--- src/design/mpbm_pkg.sv ---
// ----------------------------------------------------------------------------
// mpbm_pkg
// Types and fixed constants of the monochrome PBM/BMP stream decoder.
// ----------------------------------------------------------------------------
`timescale 1ns / 1ps
`default_nettype none

package mpbm_pkg;

  typedef enum logic [3:0] {
    PH_FIRST,
    PH_SECOND,
    PH_SEP_W,
    PH_COMMENT_W,
    PH_DIG_W,
    PH_SEP_H,
    PH_COMMENT_H,
    PH_DIG_H,
    PH_AFTER_CR,
    PH_PBM_DATA,
    PH_BMP_HDR,
    PH_BMP_DATA,
    PH_ERROR
  } phase_e;

  typedef enum logic [3:0] {
    ST_OK           = 4'd0,
    ST_EMPTY        = 4'd1,
    ST_TOO_LARGE    = 4'd2,
    ST_UNSUP_FORMAT = 4'd3,
    ST_MISMATCH     = 4'd4,
    ST_HEADER       = 4'd5,
    ST_DIMS         = 4'd6,
    ST_ENCODING     = 4'd7,
    ST_PALETTE      = 4'd8,
    ST_TRUNCATED    = 4'd9,
    ST_TRAILING     = 4'd10
  } status_e;

  typedef enum logic [1:0] {
    PAL_NONE  = 2'd0,
    PAL_BLACK = 2'd1,
    PAL_WHITE = 2'd2
  } pal_kind_e;

  localparam logic FMT_PBM = 1'b0;
  localparam logic FMT_BMP = 1'b1;

  localparam int unsigned PIX_DATA_START    = 62;
  localparam int unsigned DIB_HDR_LEN       = 40;
  localparam int unsigned BMP_PALETTE_START = 54;

  localparam logic [7:0] CH_P    = 8'h50;
  localparam logic [7:0] CH_4    = 8'h34;
  localparam logic [7:0] CH_B    = 8'h42;
  localparam logic [7:0] CH_M    = 8'h4d;
  localparam logic [7:0] CH_HASH = 8'h23;
  localparam logic [7:0] CH_CR   = 8'h0d;
  localparam logic [7:0] CH_LF   = 8'h0a;
  localparam logic [7:0] CH_0    = 8'h30;
  localparam logic [7:0] CH_9    = 8'h39;
  localparam logic [7:0] CH_SP   = 8'h20;
  localparam logic [7:0] CH_TAB  = 8'h09;

  typedef struct packed {
    logic        is_status;
    logic        last;
    logic        top_down;
    logic        fmt;
    status_e     code;
    logic [7:0]  data;
    logic [13:0] addr;
  } res_t;

endpackage

`default_nettype wire

--- src/design/mono_pbm_bmp_stream_decoder_core.sv ---
// ----------------------------------------------------------------------------
// mono_pbm_bmp_stream_decoder_core
// Parses a PBM P4 or 1-bit BMP file byte by byte and writes bitmap bytes.
// ----------------------------------------------------------------------------
// Input beats carry one file byte in s_axis_tdata, a byte-present flag in
// s_axis_tuser and the end of file in s_axis_tlast. Output beats are either
// a pixel byte write (m_axis_tuser low) or the final status (m_axis_tuser
// high); m_axis_tlast marks the last beat caused by one input beat.
// Each byte is parsed in the cycle it is accepted and its results are
// registered in a four-entry result queue. One input beat is taken per cycle
// while the queue has room for two results; a beat yields at most two
// results and the queue drains one per cycle while m_axis_tready is high.
// s_axis_tready is low while three or more results wait, so a stalled
// receiver stops the input after at most three beats that yield results.
// The user must write the expected format (cfg_we_i/cfg_wdata_i) only while
// idle; the block does not enforce it. Reset clears the parser and the queue
// and selects PBM as expected format; a status beat restarts the parser.
// ----------------------------------------------------------------------------
`timescale 1ns / 1ps
`default_nettype none

module mono_pbm_bmp_stream_decoder_core
  import mpbm_pkg::*;
#(
  parameter int unsigned IMAGE_WIDTH      = 400,
  parameter int unsigned IMAGE_HEIGHT     = 300,
  parameter int unsigned BMP_ROW_STRIDE   = 52,
  parameter int unsigned MAX_FILE_BYTES   = 16384,
  parameter int unsigned MAX_HEADER_BYTES = 64
) (
  input  wire logic        clk_i,
  input  wire logic        rst_ni,
  input  wire logic        cfg_we_i,
  input  wire logic        cfg_wdata_i,
  input  wire logic        s_axis_tvalid,
  output logic             s_axis_tready,
  input  wire logic [7:0]  s_axis_tdata,   // [7:0] file_byte
  input  wire logic        s_axis_tuser,   // [0] byte_present
  input  wire logic        s_axis_tlast,   // end_of_file
  output logic             m_axis_tvalid,
  input  wire logic        m_axis_tready,
  output logic [31:0]      m_axis_tdata,   // [13:0] pixel_address, [21:14] pixel_data,
                                           // [25:22] status_code, [26] found_format,
                                           // [27] top_down_src, [31:28] zero
  output logic             m_axis_tuser,   // [0] is_status
  output logic             m_axis_tlast    // last_result
);

  localparam int unsigned ROW_BYTES     = (IMAGE_WIDTH + 7) / 8;
  localparam int unsigned BITMAP_BYTES  = ROW_BYTES * IMAGE_HEIGHT;
  localparam int unsigned BMP_IMG_BYTES = BMP_ROW_STRIDE * IMAGE_HEIGHT;
  localparam int unsigned BMP_TOTAL_LEN = PIX_DATA_START + BMP_IMG_BYTES;
  localparam int unsigned BC_TOP0 = (MAX_FILE_BYTES > MAX_HEADER_BYTES) ?
                                    MAX_FILE_BYTES : MAX_HEADER_BYTES;
  localparam int unsigned BC_SAT  = BC_TOP0 + 1;
  localparam int unsigned BC_W    = $clog2(BC_SAT + 1);
  localparam int unsigned DC_TOP  = (BITMAP_BYTES > BMP_IMG_BYTES) ?
                                    BITMAP_BYTES : BMP_IMG_BYTES;
  localparam int unsigned DC_W    = $clog2(DC_TOP + 2);
  localparam int unsigned ROW_W   = $clog2(IMAGE_HEIGHT + 1);
  localparam int unsigned COL_W   = $clog2(BMP_ROW_STRIDE + 1);
  localparam logic [31:0] NEG_HEIGHT = 32'(0) - 32'(IMAGE_HEIGHT);

  function automatic pal_kind_e entry_kind(input logic [7:0] a, input logic [7:0] b,
                                           input logic [7:0] c, input logic [7:0] d);
    pal_kind_e k;
    k = PAL_NONE;
    if (d == 8'd0 && a == b && b == c) begin
      if (a == 8'h00) begin
        k = PAL_BLACK;
      end else if (a == 8'hff) begin
        k = PAL_WHITE;
      end
    end
    return k;
  endfunction

  logic             expfmt_q, expfmt_d;
  logic [BC_W-1:0]  bc_q, bc_d;
  phase_e           phase_q, phase_d;
  logic [7:0]       first_q, first_d;
  logic [31:0]      acc_q, acc_d;
  logic [31:0]      width_q, width_d;
  logic             sep_q, sep_d;
  logic             digit_q, digit_d;
  logic [31:0]      shift_q, shift_d;
  logic [7:0]       pal_q [8];
  logic [7:0]       pal_d [8];
  logic [3:0]       eflags_q, eflags_d;
  status_e          ferr_q, ferr_d;
  logic             zw_q, zw_d;
  logic             td_q, td_d;
  logic [ROW_W-1:0] prow_q, prow_d;
  logic [COL_W-1:0] pcol_q, pcol_d;
  logic [DC_W-1:0]  dc_q, dc_d;
  logic             fmt_q, fmt_d;

  res_t             queue_q [4];
  logic [1:0]       wr_q, rd_q;
  logic [2:0]       cnt_q;

  logic             in_acc, out_acc;
  logic             pix_vld, st_vld;
  logic [13:0]      pix_addr;
  logic [7:0]       pix_data;
  status_e          st_code;
  logic             st_ok;
  res_t             res0, res1;
  logic [1:0]       n_push;

  logic [7:0]       b;
  logic             is_sp, is_dig, hdr_over;
  logic [31:0]      dval;
  logic [35:0]      acc10;
  logic [ROW_W-1:0] row_sel;
  logic [13:0]      addr_full;
  pal_kind_e        e0, e1;
  res_t             head;

  assign in_acc  = s_axis_tvalid && s_axis_tready;
  assign out_acc = m_axis_tvalid && m_axis_tready;
  assign s_axis_tready = (cnt_q <= 3'd2);

  assign b        = s_axis_tdata;
  assign is_sp    = (b == CH_SP) || (b >= CH_TAB && b <= CH_CR);
  assign is_dig   = (b >= CH_0) && (b <= CH_9);
  assign hdr_over = (32'(bc_q) >= 32'(MAX_HEADER_BYTES));
  assign dval     = 32'(b - CH_0);
  assign acc10    = {acc_q, 3'b000} + {2'b00, acc_q, 1'b0} + 36'(dval);
  assign row_sel  = td_q ? prow_q : ROW_W'(IMAGE_HEIGHT - 1) - prow_q;
  assign addr_full = 14'(32'(row_sel) * 32'(ROW_BYTES) + 32'(pcol_q));

  always_comb begin
    expfmt_d = cfg_we_i ? cfg_wdata_i : expfmt_q;
    bc_d     = bc_q;
    phase_d  = phase_q;
    first_d  = first_q;
    acc_d    = acc_q;
    width_d  = width_q;
    sep_d    = sep_q;
    digit_d  = digit_q;
    shift_d  = shift_q;
    pal_d    = pal_q;
    eflags_d = eflags_q;
    ferr_d   = ferr_q;
    zw_d     = zw_q;
    td_d     = td_q;
    prow_d   = prow_q;
    pcol_d   = pcol_q;
    dc_d     = dc_q;
    fmt_d    = fmt_q;
    pix_vld  = 1'b0;
    pix_addr = '0;
    pix_data = '0;
    st_vld   = 1'b0;
    st_code  = ST_OK;
    st_ok    = 1'b0;
    e0       = PAL_NONE;
    e1       = PAL_NONE;

    if (in_acc && s_axis_tuser) begin
      case (phase_q)
        PH_FIRST: begin
          first_d = b;
          phase_d = PH_SECOND;
        end
        PH_SECOND: begin
          if ((first_q == CH_P && b == CH_4) || (first_q == CH_B && b == CH_M)) begin
            fmt_d = (first_q == CH_B) ? FMT_BMP : FMT_PBM;
            if (fmt_d != expfmt_q) begin
              ferr_d = ST_MISMATCH; phase_d = PH_ERROR;
            end else if (fmt_d == FMT_PBM) begin
              td_d = 1'b1; sep_d = 1'b0; phase_d = PH_SEP_W;
            end else begin
              phase_d = PH_BMP_HDR;
            end
          end else begin
            ferr_d  = (first_q == CH_P) ? ST_ENCODING : ST_UNSUP_FORMAT;
            phase_d = PH_ERROR;
          end
        end
        PH_SEP_W, PH_SEP_H: begin
          if (hdr_over) begin
            ferr_d = ST_HEADER; phase_d = PH_ERROR;
          end else if (is_sp) begin
            sep_d = 1'b1;
          end else if (!sep_q) begin
            ferr_d = ST_HEADER; phase_d = PH_ERROR;
          end else if (b == CH_HASH) begin
            phase_d = (phase_q == PH_SEP_W) ? PH_COMMENT_W : PH_COMMENT_H;
          end else if (is_dig) begin
            phase_d = (phase_q == PH_SEP_W) ? PH_DIG_W : PH_DIG_H;
            acc_d = dval; digit_d = 1'b1;
          end else begin
            ferr_d = ST_HEADER; phase_d = PH_ERROR;
          end
        end
        PH_COMMENT_W, PH_COMMENT_H: begin
          if (hdr_over) begin
            ferr_d = ST_HEADER; phase_d = PH_ERROR;
          end else if (b == CH_CR || b == CH_LF) begin
            phase_d = (phase_q == PH_COMMENT_W) ? PH_SEP_W : PH_SEP_H;
          end
        end
        PH_DIG_W, PH_DIG_H: begin
          if (is_dig) begin
            if (hdr_over || acc10[35:32] != 4'd0) begin
              ferr_d = ST_HEADER; phase_d = PH_ERROR;
            end else begin
              acc_d = acc10[31:0]; digit_d = 1'b1;
            end
          end else if (!digit_q) begin
            ferr_d = ST_HEADER; phase_d = PH_ERROR;
          end else if (phase_q == PH_DIG_W) begin
            width_d = acc_q;
            sep_d   = 1'b0;
            phase_d = PH_SEP_H;
            if (hdr_over || !is_sp) begin
              ferr_d = ST_HEADER; phase_d = PH_ERROR;
            end else begin
              sep_d = 1'b1;
            end
          end else if (width_q != 32'(IMAGE_WIDTH) || acc_q != 32'(IMAGE_HEIGHT)) begin
            ferr_d = ST_DIMS; phase_d = PH_ERROR;
          end else if (hdr_over || !is_sp) begin
            ferr_d = ST_HEADER; phase_d = PH_ERROR;
          end else begin
            phase_d = (b == CH_CR) ? PH_AFTER_CR : PH_PBM_DATA;
          end
        end
        PH_AFTER_CR, PH_PBM_DATA: begin
          phase_d = PH_PBM_DATA;
          if (phase_q == PH_AFTER_CR && b == CH_LF) begin
            if (hdr_over) begin
              ferr_d = ST_HEADER; phase_d = PH_ERROR;
            end
          end else if (32'(dc_q) < 32'(BITMAP_BYTES)) begin
            pix_vld  = 1'b1;
            pix_addr = 14'(dc_q);
            pix_data = ~b;
            dc_d     = dc_q + 1'b1;
          end else begin
            dc_d = DC_W'(BITMAP_BYTES + 1);
          end
        end
        PH_BMP_HDR: begin
          shift_d = {b, shift_q[31:8]};
          for (int i = 0; i < 8; i++) begin
            if (32'(bc_q) == 32'(BMP_PALETTE_START + i)) begin
              pal_d[i] = b;
            end
          end
          case (32'(bc_q))
            32'd5:  if (shift_d != 32'(BMP_TOTAL_LEN)) eflags_d[0] = 1'b1;
            32'd9:  if (shift_d != 32'd0) eflags_d[0] = 1'b1;
            32'd13: if (shift_d != 32'(PIX_DATA_START)) eflags_d[0] = 1'b1;
            32'd17: if (shift_d != 32'(DIB_HDR_LEN)) eflags_d[0] = 1'b1;
            32'd21: if (shift_d != 32'(IMAGE_WIDTH)) eflags_d[1] = 1'b1;
            32'd25: begin
              if (shift_d == NEG_HEIGHT) begin
                td_d = 1'b1;
              end else if (shift_d != 32'(IMAGE_HEIGHT)) begin
                eflags_d[1] = 1'b1;
              end
            end
            32'd27, 32'd29: if (shift_d[31:16] != 16'd1) eflags_d[2] = 1'b1;
            32'd33: if (shift_d != 32'd0) eflags_d[2] = 1'b1;
            32'd37: begin
              if (shift_d != 32'd0 && shift_d != 32'(BMP_IMG_BYTES)) eflags_d[2] = 1'b1;
            end
            32'd49, 32'd53: begin
              if (shift_d != 32'd0 && shift_d != 32'd2) eflags_d[2] = 1'b1;
            end
            default: ;
          endcase
          if (32'(bc_q) == 32'(PIX_DATA_START - 1)) begin
            e0 = entry_kind(pal_d[0], pal_d[1], pal_d[2], pal_d[3]);
            e1 = entry_kind(pal_d[4], pal_d[5], pal_d[6], pal_d[7]);
            if (!((e0 == PAL_BLACK && e1 == PAL_WHITE) ||
                  (e0 == PAL_WHITE && e1 == PAL_BLACK))) begin
              eflags_d[3] = 1'b1;
            end
            phase_d = PH_ERROR;
            if (eflags_d[0]) begin
              ferr_d = ST_HEADER;
            end else if (eflags_d[1]) begin
              ferr_d = ST_DIMS;
            end else if (eflags_d[2]) begin
              ferr_d = ST_ENCODING;
            end else if (eflags_d[3]) begin
              ferr_d = ST_PALETTE;
            end else begin
              zw_d    = (e0 == PAL_WHITE);
              phase_d = PH_BMP_DATA;
            end
          end
        end
        PH_BMP_DATA: begin
          if (32'(dc_q) >= 32'(BMP_IMG_BYTES)) begin
            dc_d = DC_W'(BMP_IMG_BYTES + 1);
          end else begin
            if (32'(pcol_q) < 32'(ROW_BYTES)) begin
              pix_vld  = 1'b1;
              pix_addr = addr_full;
              pix_data = zw_q ? ~b : b;
            end
            if (32'(pcol_q) + 32'd1 >= 32'(BMP_ROW_STRIDE)) begin
              pcol_d = '0;
              prow_d = prow_q + 1'b1;
            end else begin
              pcol_d = pcol_q + 1'b1;
            end
            dc_d = dc_q + 1'b1;
          end
        end
        default: ;
      endcase
      if (32'(bc_q) < 32'(BC_SAT)) begin
        bc_d = bc_q + 1'b1;
      end
    end

    if (in_acc && s_axis_tlast) begin
      st_vld = 1'b1;
      if (bc_d == '0) begin
        st_code = ST_EMPTY;
      end else if (32'(bc_d) > 32'(MAX_FILE_BYTES)) begin
        st_code = ST_TOO_LARGE;
      end else if (ferr_d != ST_OK) begin
        st_code = ferr_d;
      end else begin
        case (phase_d)
          PH_SEP_W, PH_SEP_H: st_code = sep_d ? ST_TRUNCATED : ST_HEADER;
          PH_DIG_W:           st_code = ST_HEADER;
          PH_DIG_H: begin
            st_code = (width_d != 32'(IMAGE_WIDTH) || acc_d != 32'(IMAGE_HEIGHT)) ?
                      ST_DIMS : ST_TRUNCATED;
          end
          PH_PBM_DATA: begin
            st_code = (32'(dc_d) < 32'(BITMAP_BYTES)) ? ST_TRUNCATED :
                      (32'(dc_d) > 32'(BITMAP_BYTES)) ? ST_TRAILING : ST_OK;
          end
          PH_BMP_DATA: begin
            st_code = (32'(dc_d) < 32'(BMP_IMG_BYTES)) ? ST_TRUNCATED :
                      (32'(dc_d) > 32'(BMP_IMG_BYTES)) ? ST_TRAILING : ST_OK;
          end
          default: st_code = ST_TRUNCATED;
        endcase
      end
      st_ok    = (st_code == ST_OK);
      bc_d     = '0;
      phase_d  = PH_FIRST;
      first_d  = '0;
      acc_d    = '0;
      width_d  = '0;
      sep_d    = 1'b0;
      digit_d  = 1'b0;
      shift_d  = '0;
      for (int i = 0; i < 8; i++) begin
        pal_d[i] = '0;
      end
      eflags_d = '0;
      ferr_d   = ST_OK;
      zw_d     = 1'b0;
      prow_d   = '0;
      pcol_d   = '0;
      dc_d     = '0;
    end
  end

  // fmt_d and td_d still hold the decoded values here; the registers clear
  // them after a status beat.
  always_comb begin
    res1           = '0;
    res1.is_status = 1'b1;
    res1.last      = 1'b1;
    res1.code      = st_code;
    res1.fmt       = st_ok ? fmt_d : 1'b0;
    res1.top_down  = st_ok ? td_d : 1'b0;
    res0           = '0;
    res0.last      = !st_vld;
    res0.data      = pix_data;
    res0.addr      = pix_addr;
    if (!pix_vld) begin
      res0 = res1;
    end
    n_push = 2'(pix_vld) + 2'(st_vld);
  end

  always_ff @(posedge clk_i or negedge rst_ni) begin
    if (!rst_ni) begin
      expfmt_q <= 1'b0;
      bc_q     <= '0;
      phase_q  <= PH_FIRST;
      first_q  <= '0;
      acc_q    <= '0;
      width_q  <= '0;
      sep_q    <= 1'b0;
      digit_q  <= 1'b0;
      shift_q  <= '0;
      for (int i = 0; i < 8; i++) begin
        pal_q[i] <= '0;
      end
      eflags_q <= '0;
      ferr_q   <= ST_OK;
      zw_q     <= 1'b0;
      td_q     <= 1'b0;
      prow_q   <= '0;
      pcol_q   <= '0;
      dc_q     <= '0;
      fmt_q    <= 1'b0;
    end else begin
      expfmt_q <= expfmt_d;
      bc_q     <= bc_d;
      phase_q  <= phase_d;
      first_q  <= first_d;
      acc_q    <= acc_d;
      width_q  <= width_d;
      sep_q    <= sep_d;
      digit_q  <= digit_d;
      shift_q  <= shift_d;
      pal_q    <= pal_d;
      eflags_q <= eflags_d;
      ferr_q   <= ferr_d;
      zw_q     <= zw_d;
      td_q     <= st_vld ? 1'b0 : td_d;
      prow_q   <= prow_d;
      pcol_q   <= pcol_d;
      dc_q     <= dc_d;
      fmt_q    <= st_vld ? 1'b0 : fmt_d;
    end
  end

  always_ff @(posedge clk_i) begin
    if (n_push != 2'd0) begin
      queue_q[wr_q] <= res0;
    end
    if (n_push == 2'd2) begin
      queue_q[wr_q + 2'd1] <= res1;
    end
  end

  always_ff @(posedge clk_i or negedge rst_ni) begin
    if (!rst_ni) begin
      wr_q  <= '0;
      rd_q  <= '0;
      cnt_q <= '0;
    end else begin
      wr_q  <= wr_q + n_push;
      rd_q  <= rd_q + 2'(out_acc);
      cnt_q <= cnt_q + 3'(n_push) - 3'(out_acc);
    end
  end

  assign head          = queue_q[rd_q];
  assign m_axis_tvalid = (cnt_q != 3'd0);
  assign m_axis_tuser  = head.is_status;
  assign m_axis_tlast  = head.last;
  assign m_axis_tdata  = {4'd0, head.top_down, head.fmt, head.code, head.data, head.addr};

endmodule

`default_nettype wire

--- config.mk ---
export PLATFORM = sky130hd
export DESIGN_NAME = mono_pbm_bmp_stream_decoder_core
export DESIGN_NICKNAME = d
export VERILOG_FILES = /design/src/design/mpbm_pkg.sv /design/src/design/mono_pbm_bmp_stream_decoder_core.sv
export SDC_FILE = /design/constraint.sdc
export NUM_CORES = 1
export LEC_CHECK = 0
export BUFFER_PORTS_ARGS = -buffer_cell sky130_fd_sc_hd__buf_2
export CAP_MARGIN = 20
export CORE_UTILIZATION = 35
export CTS_CLUSTER_SIZE = 10
export DETAILED_ROUTE_END_ITERATION = 16
export PLACE_DENSITY = 0.55
export REMOVE_ABC_BUFFERS = 1
export SLEW_MARGIN = 0
export SYNTH_ARGS = -nofsm -noshare
export SYNTH_HDL_FRONTEND = slang
export SYNTH_SLANG_ARGS = --single-unit
--- constraint.sdc ---
create_clock -name clk_i -period 6.6 [get_ports clk_i]
set_input_delay 0 -clock clk_i [delete_from_list [all_inputs] [get_ports clk_i]]
set_output_delay 0 -clock clk_i [all_outputs]
set_load 0.02 [all_outputs]
# Word level (Yosys, flattened, before mapping)
# Memory sizes are Yosys's and may differ from the RTL's.
# Index checks and enable logic that the tools add are counted.
[totals]
n_memories = 1
in_bits = 16
output_inout_bits = 36
ram_bits = 120
word_cells = 453
ff_bits = 237
[op_classes]
eq_ne = 82
reduce_logical = 60
n_lt_le_gt_ge = 16
n_addsub = 16
multipliers = 1
bitwise_logic = 1
n_mux = 247
[mem_list]
columns = ["name", "depth", "width", "read_ports", "rd_ports_with_merged_regs", "write_ports", "line_no", "rtl"]
rows = [
  ["queue_q", 4, 30, 1, 0, 2, "mono_pbm_bmp_stream_decoder_core.sv:98", "res_t queue_q [4];"],
]
[ops]
columns = ["cell", "n"]
rows = [
  ["32-bit two-way mux", 18],
  ["8-bit two-way mux", 33],
  ["4-bit two-way mux", 54],
  ["64-bit two-way mux", 3],
  ["32-bit by 9-bit != test with 1-bit output, second input constant", 6],
  ["15-bit by 6-bit equality test with 1-bit output, second input constant", 12],
  ["14-bit two-way mux", 10],
  ["1-bit two-way mux", 76],
  ["15-bit by 5-bit equality test with 1-bit output, second input constant", 5],
  ["32-bit by 14-bit != test with 1-bit output, second input constant", 2],
  ["32-bit by 6-bit != test with 1-bit output, second input constant", 2],
  ["32-bit case mux with 2 select lines", 1],
  ["14-bit case mux with 2 select lines", 2],
  ["9-bit two-way mux", 6],
  ["15-bit two-way mux", 3],
  ["14-bit < comparator, second input constant", 3],
  ["35-bit by 33-bit adder with 36-bit output", 1],
  ["36-bit by 32-bit adder with 36-bit output", 1],
  ["3-bit two-way mux", 11],
  ["32-bit equality test, second input constant", 1],
  ["8-bit equality test", 4],
  ["8-bit logical NOT", 4],
  ["32-bit by 2-bit != test with 1-bit output, second input constant", 1],
  ["32-bit nonzero test", 1],
  ["68 further kinds", 163],
]

# Depth between registers and ports, before layout
[logic_depth]
ltp_word = 36
mapped_depth = 24
mapped_depth_nobuf = 21

# Worst setup path before layout
# Ideal clock, no wire load.
[synth_timing]
path_type = "in2reg"
start = "input s_axis_tdata[4]"
end = "memory queue_q[0][26] (netlist bit) (data pin)"
setup_slack_ns = 0.378
stages = 21
required_time_ns = 6.325
arrival_time_ns = 5.947
setup_ns = 0.275
n_path_buf = 2
path_cell_list = "ha_1 > or3_1 > inv_1 > fa_1 > ha_1 > clkbuf_1 > nand4_1 > o31a_1 > a2111oi_0 > nor2_1 > mux2i_1 > a221oi_2 > and2_1 > clkbuf_1 > mux2_1 > a211oi_1 > nand4_1 > or4_4 > a31o_4 > o211ai_4 > nor4_1"
[synth_rtl]
columns = ["item", "line_no", "rtl"]
rows = [
  ["from (decl)", "mono_pbm_bmp_stream_decoder_core.sv:37", "input wire logic [7:0] s_axis_tdata,"],
  ["to (decl)", "mono_pbm_bmp_stream_decoder_core.sv:98", ""],
]

==> metrics.cfg <==
[floorplan]
start_util_pct = 35.4
fp.dieH_um = 263
die_w_um = 263
core_area_um2 = 67300
rows = 95
dieArea_um2 = 69200
pin_count = 52

[cts]
cts_max_path_buffers = 3
clk_latency_ns = 0.60
postCtsSetupBuffers = 0
numCtsBuffers = 44
clock_sink_count = 349
cts_tree = built
path_clk_slew_ns = 0.06
cts-root-buf = clkbuf_16
h-tree-depth = 2

[power]
ir_drop_mv = 0.186
leakage_nw = 10.9
powerDensity_nw_per_um2 = 288
totalPowerFinal_mw = 7.66

[run_status]
status = completed

[critical_path]
crit_path_end_kind = flop
critPathLaunchType = input pin
cp.arrival_ns = 6.66
critical_path_class = input pin to flop
path_max_fanout = 9
required_ns = 6.91

[placed_design]
gp_congestion = 0.949
pre_cts_ws_ns = 0.122
post-dp-hpwl_mm = 58.2
numPortBuffers = 47
dpl_cell_area_um2 = 25100
dp_cells = 3653

[routing]
drcViolationCount = 0
postRouteAntennaNets = 0
dr.pass1.iters = 6
met3_length_mm = 4.78
routedLengthMet1_mm = 37.9
first_iter_violations = 2085
wl_per_cell_um = 21.9
via_count = 22100
vias_per_cell = 5.91
top_layer = met4
wirelength_mm = 81.7
route.met2.wl_mm = 37.4

[sta]
relSlewSlack_pct = 26.7
clock.fmax_mhz = 158
setup_viol = 0
setup_tns_ns = 0
worstMarginPinSlew_ns = 1.10
skew_ns = 0.0334
fin_crit_sh_pct = 96.1
hold_viol = 0
layout_min_cycle_time_ns = 6.34
rsz0062_at_grt = no
postLayoutSetupSlackWorst_ns = 0.258
slew_viol_final = 0

[cells_and_area]
fin_cells = 3737
nets = 2977
area_growth_syn_to_layout_pct = 11.6
final_cell_area_um2 = 26600
drive_above_1_share_pct = 9.78
n_fill_cell = 6769
diodes = 0

[yosys]
synth-edff-count = 24
synth_warnings = 0
yosysSeqAreaShare_pct = 35.1
async_flop_share_pct = 65.6
synthCells = 2836
ys_types = 108
synth_largest_area_cell = dfrtp_1
synth.area.top_cells = dfrtp_1 24%, dfxtp_1 8.1%, nand2_1 6.9%
synth_seq_cells = 349
avgSynthCellArea_um2 = 8.41
synthFlopType = dfrtp_1
synthesis.area_um2 = 23800
yosys.area.top_type_share_pct = 24.0

[job]
drv_cap = 0

[grt]
track_usage_pct = 23.3
grt_max_degree = 123
grt_overflow_total = 0
grt_pass1_vias = 21400
grt_first_pass_wirelength_mm = 128
antenna_found_initial = 2

[worst_hold_path]
hold_class = input pin to async pin

-- layer usage --
layer / vias to the layer above / track usage (%)
met3: 115 / 3.47
met1: 11000 / 33.0
li1: 10300 / -
met4: 0 / 5.72
met2: 728 / 37.2
met5: - / 0
-- flip-flops by register name, indices dropped and copies added (netlist names), 2 cells and up --
name and flops:
queue_q 120, pal_q 64, acc_q 32, width_q 32, shift_q 24, bc_q 15, dc_q 14, prow_q 9
first_q 8, pcol_q 6, eflags_q 4, ferr_q 4, phase_q 4, cnt_q 3, rd_q 2, wr_q 2
-- layout by cell type (no fill, tap or decap), types with 20 or more instances in the layout --
master,n
a22oi_1,23
a21oi_1,245
nand3_1,80
clkbuf_16,45
mux2i_1,41
xnor2_1,66
ha_1,87
a211oi_1,22
dfrtp_1,227
o211ai_1,27
edfxtp_1,24
nand2_1,441
dfxtp_1,96
xor2_1,43
nand4_1,55
nor3_1,68
fa_1,36
buf_4,74
nand2b_1,33
a22o_1,50
o22ai_1,20
mux4_2,30
and2_1,28
buf_2,46
nor2_1,249
inv_1,83
o21ai_0,153
nor4_1,45
or3_1,26
-- cell usage after synthesis, types with 46 or more instances --
cell type,count
dfxtp_1,96
o21ai_0,153
a21oi_1,246
nand3_1,80
nor3_1,70
nor4_1,46
inv_1,83
a22o_1,50
xnor2_1,66
clkbuf_1,135
nand2_1,441
nand4_1,55
ha_1,89
dfrtp_1,229
nor2_1,250
-- repair_timing --
action,4_1_cts,5_1_grt
hold buffers,9,0
setup endpoints to repair,0,23
gates resized for setup,0,11
hold endpoints to repair,123,0
-- through the flow --
| step | hold slack [ns] | util (%) |
|---|---|---|
| floorplan | -0.296 | - |
| global placement | 0.122 | 37.2 |
| detailed placement | 0.111 | 37.3 |
| CTS | 0.00208 | 39.5 |
| global route | 0.0385 | 39.6 |
| finish | 0.0248 | 39.6 |
-- worst max-delay path: stages --
cell,delay (ns)
dlygate4sd3_1,0.53
buf_2,0.15
ha_1,0.21
or3_1,0.40
inv_1,0.12
buf_4,0.22
fa_1,0.45
ha_1,0.37
a21oi_1,0.28
o21a_1,0.15
o31ai_1,0.05
nand3b_1,0.32
a2111oi_1,0.60
mux2i_4,0.18
a221oi_2,0.28
and2_2,0.31
mux2_1,0.36
a211oi_1,0.25
nand4_1,0.25
or4_4,0.61
a31o_4,0.29
o211ai_4,0.13
nor4_1,0.11
-- where the power goes --
group / switching [mW] / internal [mW]
Combinational: 1.68 / 0.959
Clock: 0.979 / 1.40
Sequential: 0.288 / 2.35
-- kinds of logic after synthesis --
kind of cell	count (synthesis)	synth area share [%]
other	1	0.0157
multiplexers	77	4.83
AO/OA/AOI/OAI	739	20.0
AND/OR/NAND/NOR	1169	23.9
adder cells (fa/ha/maj)	126	7.73
flip-flops	349	35.1
buffers and inverters	265	4.42
XOR/XNOR	110	4.04
-- layout make-up --
cell class,instances,area (um^2),share of cell area (%)
clock buffer,65,1220,4.59
timing repair buffer,132,938,3.53
tap,873,1090,4.10
inverter,84,320,1.20
clock inverter,9,174,0.654
multi-input combinational,2225,14500,54.5
sequential,349,8380,31.5
-- path summary, 6_finish.rpt --
kind                                 startpoint        endpoint  slack (ns)  cells past startpoint
worst min-delay path                     rst_ni       prow_q[8]        0.02                      2
worst max-delay path            s_axis_tdata[4]  queue_q[0][27]        0.26                     23
worst max register to register         acc_q[3]  queue_q[0][27]        0.48                     19
max in group asynchronous                rst_ni       pal_q[26]        5.39                      3
min in group clk_i              s_axis_tdata[3]       pal_q[59]        0.03                      4
worst min register to register   queue_q[1][29]  queue_q[1][29]        0.44                      2
Note: power is estimated with default switching activity, not from simulation.
